$ cat src/hdl/masked_byte_pattern_scanner_macros.svh
// assertion macros for the masked byte pattern scanner
// expects clk_i and rst_ni in the scope of use; empty bodies under SYNTHESIS
`ifndef MASKED_BYTE_PATTERN_SCANNER_MACROS_SVH
`define MASKED_BYTE_PATTERN_SCANNER_MACROS_SVH
`ifndef SYNTHESIS
`define MBPS_ASSERT_SAME(lbl, ante, cons) \
  lbl: assert property (@(posedge clk_i) disable iff (!rst_ni) (ante) |-> (cons)) \
    else $error("mbps same-cycle check failed");
`define MBPS_ASSERT_NEXT(lbl, ante, cons) \
  lbl: assert property (@(posedge clk_i) disable iff (!rst_ni) (ante) |=> (cons)) \
    else $error("mbps next-cycle check failed");
`else
`define MBPS_ASSERT_SAME(lbl, ante, cons)
`define MBPS_ASSERT_NEXT(lbl, ante, cons)
`endif
`endif

$ cat src/hdl/mbps_pkg.sv
// types and constants of the masked byte pattern scanner
// no dependencies
`default_nettype none
package mbps_pkg;

  localparam int PatternMax = 16;
  localparam int WinDepth   = PatternMax - 1;
  localparam int LenW       = $clog2(PatternMax + 1);
  localparam int PosW       = $clog2(PatternMax);
  localparam int FillW      = $clog2(WinDepth + 1);
  localparam int EntriesPerWord = 4;
  localparam int PatternWords   = PatternMax / EntriesPerWord;

  localparam logic [15:0] CountMax = 16'hFFFF;
  localparam logic [7:0]  ByteMask = 8'hFF;

  typedef enum logic [2:0] {
    CfgPattern0  = 3'd0,
    CfgPattern1  = 3'd1,
    CfgPattern2  = 3'd2,
    CfgPattern3  = 3'd3,
    CfgLength    = 3'd4,
    CfgMinMatch  = 3'd5,
    CfgMaxMatch  = 3'd6,
    CfgModeFlags = 3'd7
  } cfg_idx_e;

  typedef enum logic [1:0] {
    VerdictNone      = 2'd0,
    VerdictPass      = 2'd1,
    VerdictTolerated = 2'd2,
    VerdictFatal     = 2'd3
  } verdict_e;

  typedef struct packed {
    logic [7:0]  data_byte;
    logic [31:0] byte_offset;
    logic        section_first;
    logic        section_executable;
    logic        image_last;
  } in_beat_t;

  typedef struct packed {
    logic        match_found;
    logic [31:0] match_offset;
    logic [15:0] match_total;
    verdict_e    verdict;
  } out_beat_t;

  typedef struct packed {
    logic [7:0] mask;
    logic [7:0] value;
  } pat_entry_t;

endpackage
`default_nettype wire

$ cat src/hdl/masked_byte_pattern_scanner.sv
// path: input register, one parallel compare stage, result register
// throughput: one byte per cycle while the output is not stalled
// state: input register, 15-byte window, fill count and match counter
// reset: asynchronous active low, clears control, window, count and config
// config registers return to length 1, limits 1/1, executable-only scanning
`default_nettype none
`include "masked_byte_pattern_scanner_macros.svh"
module masked_byte_pattern_scanner import mbps_pkg::*; (
  input  logic        clk_i,
  input  logic        rst_ni,
  input  logic        cfg_we_i,
  input  logic [2:0]  cfg_idx_i,
  input  logic [63:0] cfg_data_i,
  input  logic        in_valid_i,
  output logic        in_stall_o,
  input  in_beat_t    in_beat_i,
  output logic        out_valid_o,
  input  logic        out_stall_i,
  output out_beat_t   out_beat_o
);

  logic [63:0]     pat_q [PatternWords];
  logic [LenW-1:0] len_q;
  logic [15:0]     min_q;
  logic [15:0]     max_q;
  logic [1:0]      mode_q;

  logic            in_valid_q;
  in_beat_t        in_q;
  logic            out_valid_q;
  out_beat_t       out_q;
  out_beat_t       out_d;

  logic [7:0]       win_q [WinDepth];
  logic [FillW-1:0] fill_q;
  logic [FillW-1:0] fill_d;
  logic [15:0]      cnt_q;
  logic [15:0]      cnt_d;

  pat_entry_t       entries [PatternMax];
  logic [LenW-1:0]  len_eff;
  logic [FillW-1:0] fill_eff;
  logic             scanned;
  logic             found;
  logic             adv;
  logic             take;
  logic [15:0]      cnt_inc;
  logic             failed;

  // config
  always_ff @(posedge clk_i or negedge rst_ni) begin
    if (!rst_ni) begin
      for (int w = 0; w < PatternWords; w++) begin
        pat_q[w] <= '0;
      end
      len_q  <= LenW'(1);
      min_q  <= 16'd1;
      max_q  <= 16'd1;
      mode_q <= 2'd1;
    end else if (cfg_we_i) begin
      case (cfg_idx_e'(cfg_idx_i))
        CfgPattern0:  pat_q[0] <= cfg_data_i;
        CfgPattern1:  pat_q[1] <= cfg_data_i;
        CfgPattern2:  pat_q[2] <= cfg_data_i;
        CfgPattern3:  pat_q[3] <= cfg_data_i;
        CfgLength:    len_q    <= cfg_data_i[LenW-1:0];
        CfgMinMatch:  min_q    <= cfg_data_i[15:0];
        CfgMaxMatch:  max_q    <= cfg_data_i[15:0];
        CfgModeFlags: mode_q   <= cfg_data_i[1:0];
        default: ;
      endcase
    end
  end

  always_comb begin
    for (int w = 0; w < PatternWords; w++) begin
      for (int j = 0; j < EntriesPerWord; j++) begin
        entries[w*EntriesPerWord + j].mask  = pat_q[w][16*j+8 +: 8] & ByteMask;
        entries[w*EntriesPerWord + j].value = pat_q[w][16*j   +: 8];
      end
    end
  end

  // handshake
  assign adv        = in_valid_q && (!out_valid_q || !out_stall_i);
  assign in_stall_o = in_valid_q && !adv;
  assign take       = in_valid_i && !in_stall_o;

  always_ff @(posedge clk_i or negedge rst_ni) begin
    if (!rst_ni) begin
      in_valid_q <= 1'b0;
    end else if (take) begin
      in_valid_q <= 1'b1;
    end else if (adv) begin
      in_valid_q <= 1'b0;
    end
  end

  always_ff @(posedge clk_i) begin
    if (take) begin
      in_q <= in_beat_i;
    end
  end

  // match stage
  assign len_eff  = (len_q > LenW'(PatternMax)) ? LenW'(PatternMax) : len_q;
  assign fill_eff = in_q.section_first ? '0 : fill_q;
  assign scanned  = (in_q.section_executable == mode_q[0]);

  logic raw_found;

  mbps_match u_match (
    .data_byte_i (in_q.data_byte),
    .window_i    (win_q),
    .fill_i      (fill_eff),
    .len_i       (len_eff),
    .entries_i   (entries),
    .found_o     (raw_found)
  );

  assign found   = scanned && raw_found;
  assign cnt_inc = (found && (cnt_q != CountMax)) ? cnt_q + 16'd1 : cnt_q;
  assign failed  = (cnt_inc < min_q) || (cnt_inc > max_q);

  always_comb begin
    if (in_q.image_last || !scanned) begin
      fill_d = '0;
    end else if (fill_eff == FillW'(WinDepth)) begin
      fill_d = fill_eff;
    end else begin
      fill_d = fill_eff + FillW'(1);
    end
    cnt_d = in_q.image_last ? 16'd0 : cnt_inc;
  end

  always_comb begin
    out_d.match_found  = found;
    out_d.match_offset = found ? (in_q.byte_offset - 32'(len_eff) + 32'd1) : 32'd0;
    out_d.match_total  = cnt_inc;
    if (!in_q.image_last) begin
      out_d.verdict = VerdictNone;
    end else if (!failed) begin
      out_d.verdict = VerdictPass;
    end else if (mode_q[1]) begin
      out_d.verdict = VerdictTolerated;
    end else begin
      out_d.verdict = VerdictFatal;
    end
  end

  always_ff @(posedge clk_i or negedge rst_ni) begin
    if (!rst_ni) begin
      fill_q <= '0;
      cnt_q  <= '0;
      for (int i = 0; i < WinDepth; i++) begin
        win_q[i] <= '0;
      end
    end else if (adv) begin
      fill_q <= fill_d;
      cnt_q  <= cnt_d;
      if (scanned) begin
        win_q[0] <= in_q.data_byte;
        for (int i = 1; i < WinDepth; i++) begin
          win_q[i] <= win_q[i-1];
        end
      end
    end
  end

  // result register
  always_ff @(posedge clk_i or negedge rst_ni) begin
    if (!rst_ni) begin
      out_valid_q <= 1'b0;
    end else if (adv) begin
      out_valid_q <= 1'b1;
    end else if (!out_stall_i) begin
      out_valid_q <= 1'b0;
    end
  end

  always_ff @(posedge clk_i) begin
    if (adv) begin
      out_q <= out_d;
    end
  end

  assign out_valid_o = out_valid_q;
  assign out_beat_o  = out_q;

  `MBPS_ASSERT_NEXT(a_adv_fills_out, adv, out_valid_q)
  `MBPS_ASSERT_NEXT(a_last_clears, adv && in_q.image_last, (cnt_q == '0) && (fill_q == '0))
  `MBPS_ASSERT_SAME(a_found_counts, out_valid_q && out_q.match_found, out_q.match_total != '0)
  `MBPS_ASSERT_SAME(a_verdict_on_last, adv && !in_q.image_last, out_d.verdict == VerdictNone)

endmodule
`default_nettype wire

$ cat src/hdl/mbps_match.sv
// parallel masked compare of the pattern against current byte and window
// depends on mbps_pkg
`default_nettype none
module mbps_match import mbps_pkg::*; (
  input  logic [7:0]       data_byte_i,
  input  logic [7:0]       window_i [WinDepth],
  input  logic [FillW-1:0] fill_i,
  input  logic [LenW-1:0]  len_i,
  input  pat_entry_t       entries_i [PatternMax],
  output logic             found_o
);

  logic [7:0]            hist [PatternMax];
  logic [PatternMax-1:0] ok;
  logic                  enough;

  // hist[0] is the current byte, hist[i] the byte i positions back
  assign hist[0] = data_byte_i;
  for (genvar i = 1; i < PatternMax; i++) begin : g_hist
    assign hist[i] = window_i[i-1];
  end

  for (genvar k = 0; k < PatternMax; k++) begin : g_entry
    logic [PosW-1:0] pos;
    logic [7:0]      sel;
    assign pos   = PosW'(len_i - LenW'(k + 1));
    assign sel   = hist[pos];
    assign ok[k] = (LenW'(k) >= len_i) ||
                   ((sel & entries_i[k].mask) == entries_i[k].value);
  end

  assign enough  = (LenW'(fill_i) + LenW'(1)) >= len_i;
  assign found_o = (len_i != '0) && enough && (&ok);

endmodule
`default_nettype wire

$ cat config.mk
export PLATFORM = sky130hd
export DESIGN_NAME = masked_byte_pattern_scanner
export DESIGN_NICKNAME = d
export VERILOG_FILES = /design/src/hdl/mbps_pkg.sv /design/src/hdl/masked_byte_pattern_scanner.sv /design/src/hdl/mbps_match.sv
export VERILOG_INCLUDE_DIRS = /design/src /design/src/hdl
export SDC_FILE = /design/constraint.sdc
export NUM_CORES = 1
export LEC_CHECK = 0
export ABC_AREA = 1
export BUFFER_PORTS_ARGS = -buffer_cell sky130_fd_sc_hd__clkbuf_2
export CELL_PAD_IN_SITES_DETAIL_PLACEMENT = 1
export CELL_PAD_IN_SITES_GLOBAL_PLACEMENT = 2
export CORE_UTILIZATION = 33
export DETAILED_ROUTE_END_ITERATION = 8
export GPL_ROUTABILITY_DRIVEN = 1
export PLACE_DENSITY_LB_ADDON = 0.1
export SYNTH_ARGS = -nofsm -noshare
export SYNTH_HDL_FRONTEND = slang
export SYNTH_HIERARCHICAL = 1
export SYNTH_SLANG_ARGS = --single-unit
$ cat constraint.sdc
create_clock -name clk_i -period 5.8 [get_ports clk_i]
set_input_delay 0.58 -clock clk_i [delete_from_list [all_inputs] [get_ports clk_i]]
set_output_delay 0.58 -clock clk_i [all_outputs]
set_load 0.02 [all_outputs]
Word level (Yosys, flattened, before mapping)
Cells that the tools add are included.

Register bits: 531. Bits of input ports: 115.

Magnitude comparators: 36. Add/subtract/negate cells: 21. Mux-type cells: 60. Reductions and logical operators: 45. Equal/unequal tests: 27. Bitwise operators: 32.

Operator list (count): binary-select mux 8 bit (select 4 bit) (16); two-way mux 8 bit (32); AND 8 bit (16); == test 8 bit (16); greater-or-equal comparator 5 bit, second input constant (16); NOT 4 -> 5 bit (16); greater-or-equal comparator 4 x 5 -> 1 bit, first input constant (8); adder 32 x 1 -> 32 bit, second input constant (1); two-way mux 16 bit (2); subtractor 32 x 5 -> 32 bit (1); subtractor 4 bit, second input constant (8); greater-or-equal comparator 3 x 5 -> 1 bit, first input constant (4); AND reduction 2 bit (10); logical OR 1 bit (19); adder 16 x 1 -> 16 bit, second input constant (1); > comparator 16 bit (1); < comparator 16 bit (1); inequality test 16 bit, second input constant (1); AND reduction 16 bit (1); subtractor 4 x 3 -> 4 bit, second input constant (4); == test 3 bit, second input constant (4); two-way mux 4 bit (3); greater-or-equal comparator 1 x 5 -> 1 bit, first input constant (2); greater-or-equal comparator 2 x 5 -> 1 bit, first input constant (2); 18 further kinds (36).

Logic depth before layout (Yosys ltp)
Depth after elaboration: 18. Gate-level depth with buffers: 48. Mapped depth without buffers: 44.

Cells and area by module
Netlist, hierarchy kept.

By module, submodules not included: masked_byte_pattern_scanner (cells each 2255, times used 1, area each 21810.9 um^2); mbps_match (cells each 1909, times used 1, area each 9345.2 um^2).

Worst setup path after synthesis
No wires, ideal clock.

Kind: reg2reg. From: register len_q[4]. To: register out_q, in the netlist out_beat_o[0] (data pin). Cell stages (with the launch flop): 46. Clock period less this slack: 5.456 ns. Data required time: 5.539 ns. Setup slack: 0.344 ns. Buffers on the path: 4. Arrival: 5.196 ns. Cells stage by stage: dfrtp_1 > inv_1 > nand2_1 > inv_1 > buf_4 > inv_4 > clkbuf_1 > ha_1 > clkbuf_1 > inv_1 > clkbuf_1 > nand3_1 > nand3_1 > nand3_1 > nand2_1 > inv_1 > nor2_1 > nand2_1 > [... 10 more ...] > clkinv_2 > nand2_4 > nor3_4 > nand2_2 > nor2_4 > nand3_2 > xor2_1 > inv_1 > ha_1 > nand2_1 > nor2_1 > nand4_1 > nor2_1 > o21ai_1 > nand2_1 > nand2_1 > nand2_1 > a21oi_2.

Cells in the longest elaborated chain, start to end: 18. Elaborated cells between the ends (all ways): 158. Classes of those cells: add/sub (16); order compare (20); eq/ne (16); mux (51); bitwise (32); reduce/logical (23).

RTL lines: start, declared (line masked_byte_pattern_scanner.sv:23) `logic [LenW-1:0] len_q;`; start signal, assigned (line masked_byte_pattern_scanner.sv:56) `len_q <= LenW'(1);`; start signal, assigned (line masked_byte_pattern_scanner.sv:66) `CfgLength: len_q <= cfg_data_i[LenW-1:0];`; > comparator 5 bit (*) (line masked_byte_pattern_scanner.sv:106) `assign len_eff = (len_q > LenW'(PatternMax)) ? LenW'(PatternMax) : len_q;`; two-way mux 5 bit (*) (line masked_byte_pattern_scanner.sv:106); net len_eff[2] (line masked_byte_pattern_scanner.sv:41) `logic [LenW-1:0] len_eff;`; subtractor 4 x 1 -> 4 bit, or another cell as far along (line mbps_match.sv:26) `assign pos = PosW'(len_i - LenW'(k + 1));`; NOT 4 -> 5 bit (implied by the code) (line mbps_match.sv:27) `assign sel = hist[pos];`; binary-select mux 8 bit (select 4 bit) (line mbps_match.sv:27); two-way mux 8 bit (implied by the code) (2 in series) (line mbps_match.sv:27); AND 8 bit (line mbps_match.sv:29) `((sel & entries_i[k].mask) == entries_i[k].value);`; [... 4 more ...]; net raw_found (line masked_byte_pattern_scanner.sv:110) `logic raw_found;`; logical AND 1 bit (*) (line masked_byte_pattern_scanner.sv:121) `assign found = scanned && raw_found;`; logical AND 1 bit (*) (line masked_byte_pattern_scanner.sv:122) `assign cnt_inc = (found && (cnt_q != CountMax)) ? cnt_q + 16'd1 : cnt_q;`; two-way mux 16 bit (*) (line masked_byte_pattern_scanner.sv:122); net cnt_inc[15] (line masked_byte_pattern_scanner.sv:47) `logic [15:0] cnt_inc;`; < comparator 16 bit / > comparator 16 bit (equally long branches) (line masked_byte_pattern_scanner.sv:123) `assign failed = (cnt_inc < min_q) || (cnt_inc > max_q);`; logical OR 1 bit (*) (line masked_byte_pattern_scanner.sv:123); two-way mux 1 bit (*) (line masked_byte_pattern_scanner.sv:142) `end else if (!failed) begin`; end signal, assigned (line masked_byte_pattern_scanner.sv:183) `out_q <= out_d;`; end, declared (line masked_byte_pattern_scanner.sv:31) `out_beat_t out_q;`.

The timed path passes the listed nets; every way through them passes the cells marked *. The select of a mux whose other input is x is not followed. A chain may end at the register's enable or synchronous reset.

Final worst setup path
Ends and elaborated chain as after synthesis.

==> flow_summary.ini <==
[yosys]
avgSynthCellArea_um2 = 7.48
ys.flop_type = dfrtp_1
synth_cell_types = 63
synth_top_area_cell = dfrtp_1
yosysSeqAreaShare = 0.442
synth_nets = 4367
synth_edf_count = 94
syn_area_mm2 = 0.0312
synthArstFlopShare = 0.823
postSynthCellCount = 4164
synth.ff_latch_count = 531
ys_top_cells_by_area = dfrtp_1, nand3_1, nand2_1
yosysTopAreaCellShare = 0.348
synth_warnings = 6

[global_routing]
grt_pass1_vias = 30693
globalRouteTotalUtil = 0.277
grt_antenna_before_repair = 3
grt_start_max_net_pins = 127
gr-total-overflow = 0
grt_pass1_wl_um = 198000

[timing]
fin_ws_ns = 0.0994
rsz0062_at_grt = yes
tightestPinTransition_ns = 0.966
fin_crit_ns = 5.70
fin_crit_sh = 0.983
final-hold-violation-count = 0
finalSetupViolations = 0
drv_slew = 0
fmax_mhz = 175
fin_skew_ns = 0.0216
slew_headroom = 0.354

[cts]
cts_root_buf = clkbuf_16
numCtsBuffers = 68
cts_tree = done
clk_path_buf_depth = 3
clk_pin_slew_ns = 0.06
htreeDepth = 3
cts_sinks = 531
clk-insertion-delay-late_ns = 0.65

[detailed_routing]
detail-route-antenna-nets = 0
top_layer = met4
dr.pass1.iters = 5
wl_met1_um = 64800
num_vias = 30995
wirelength_um = 133000
wire_per_inst_um = 22.6
drc = 0
vias_per_cell = 5.26
drt_iter0_drc = 2398
met2_length_um = 59100
dr_wl_met3_um = 5680

[critical_path]
reg2reg_to = out_beat_o[0]
slowest_stage = dfrtp_1
cp_slowest_stage_delay_ns = 0.40
r2r_cells = 39
cp_num_buf_inv = 10
crit_start = len_q[4]
cp.required_ns = 6.17
path_delay_family = simple AND/OR/NAND/NOR gates
crit_top_cell = buf_6
timing.reg2reg.setup_slack_ns = 0.1
end_kind = flop
cp.arrival_ns = 6.07
worstSetupPathType = flop to flop
critPathMaxFanout = 9
rr_startpoint = len_q[4]
startpoint_type = flop

[final_layout]
syn_to_final_growth_pct = 26.6
final_cell_mix = nand2_1, nand3_1, dfrtp_1
regArea_mm2 = 0.0138
multi_input_area_mm2 = 0.0161
final_cells = 5887
fin_nets = 4780
final_common_cell = nand2_1
nFillCells = 11460
drive_gt1_frac = 0.190

[min_path]
min_path_cells = 1
hold_start = in_beat_i[38]
whs_endpoint = in_q[38]
hp-class = input pin to flop

[place]
place.port_buffers = 167
gp_congestion = 0.929
dpl.cell_count = 5724
post-dp-hpwl_um = 100000
pre_cts_slack_ns = -0.623

[power_and_ir_drop]
max-vdd-ir-drop_uv = 235
p_per_area_mw_per_mm2 = 453
leakagePower_nw = 19.3
power_mw = 17.9

[floorplanning]
coreArea_mm2 = 0.0935
die_h_um = 309
io_pins = 168
die_area_mm2 = 0.0956
die_w_um = 309
num_rows = 112
start_util = 0.333

[job]
maxCapViolations = 0

[run_status]
status = completed
[per-stage QoR]
stage / TNS (ns) / hold WS, ns / util / instance area [µm²]
2_1_floorplan: 0 / 0.284 / - / 31200
3_3_place_gp: -0.978 / 0.467 / 0.381 / 35600
3_5_place_dp: -1.14 / 0.474 / 0.381 / 35600
4_1_cts: 0 / 0.0683 / 0.412 / 38500
5_1_grt: -0.386 / 0.0785 / 0.422 / 39500
6_report: 0 / 0.110 / 0.422 / 39500
[Yosys cell counts, drive strengths merged (2+ instances only)]
cell type  instances
a311oi             3
nand3            930
o21bai             5
o21ai            367
or2                3
a211oi             2
nand2           1244
ha                87
o221ai             2
o211ai             7
a21o               5
clkbuf            89
buf              108
o22ai              9
a21boi             2
xor2              59
o31ai              3
nand4            102
dfstp              4
edfxtp            94
a31oi             12
nor3              11
inv              364
nor2             114
xnor2              2
dfrtp            433
o21a               6
a21oi             83
clkinv             3
[worst reg2reg max path, delay by kind of cell (launching register included)]
family	cells	cell delay, ns
adders and majority gates	2	0.58
AOI/OAI and AO/OA	6	0.85
and+or+nand+nor	20	2.29
buffers and inverters	10	1.13
xor gates and xnor gates	1	0.17
DFF	1	0.40
[kinds of logic (layout without fill, tap and decap cells)]
family / count (synthesis) / count (layout) / share of synthesized area
xor+xnor: 61 / 61 / 0.0221
compound gates: 512 / 512 / 0.0874
simple gates: 2408 / 2408 / 0.340
flops: 531 / 531 / 0.442
buf+inv: 564 / 1031 / 0.0737
other cells: 0 / 2 / 0
fa+ha+maj: 88 / 88 / 0.0356
[power by group]
group	internal [mW]	switching (mW)
clock	2.53	1.79
combinational	3.03	5.07
sequential	4.59	0.874
[sequential cells by signal (all words and copies together) (netlist names)]
signal	flops
out_beat_o	51
win_q	120
fill_q	4
in_valid_q	1
out_valid_o	1
cnt_q	16
min_q	16
in_q	43
len_q	5
entries	256
mode_q	2
max_q	16
[layer usage]
| metal | global-route usage | vias to the layer above |
|---|---|---|
| met2 | 0.425 | 669 |
| met5 | 0 | - |
| li1 | - | 14784 |
| met3 | 0.0328 | 151 |
| met4 | 0.0783 | 0 |
| met1 | 0.407 | 15391 |
[worst max-delay path by stage]
stage               slack, ns       endpoint  cells past startpoint
floorplan                0.34  out_beat_o[0]                     45
global placement        -0.55  out_beat_o[0]                     39
detailed placement      -0.62  out_beat_o[0]                     40
CTS                     0.008  out_beat_o[0]                     44
global route            -0.23  out_beat_o[0]                     42
finish                    0.1  out_beat_o[0]                     39
[cell type report]
cell class | instances | area share
clock buffer | 97 | 0.0495
antenna | 2 | 0.000127
tap | 1254 | 0.0398
sequential | 531 | 0.349
multi-input combinational | 3069 | 0.407
clock inverter | 27 | 0.00679
inverter | 367 | 0.0359
timing repair buffer | 540 | 0.112
[what timing repair did]
action,4_1_cts,5_1_grt
endpoints found under the setup margin,2,2
hold buffers,1,0
setup buffers,9,20
endpoints found under the hold margin,75,0
pin swaps,15,46
gates cloned,3,5
resized for setup,99,145
(Power assumes the default switching activity.)
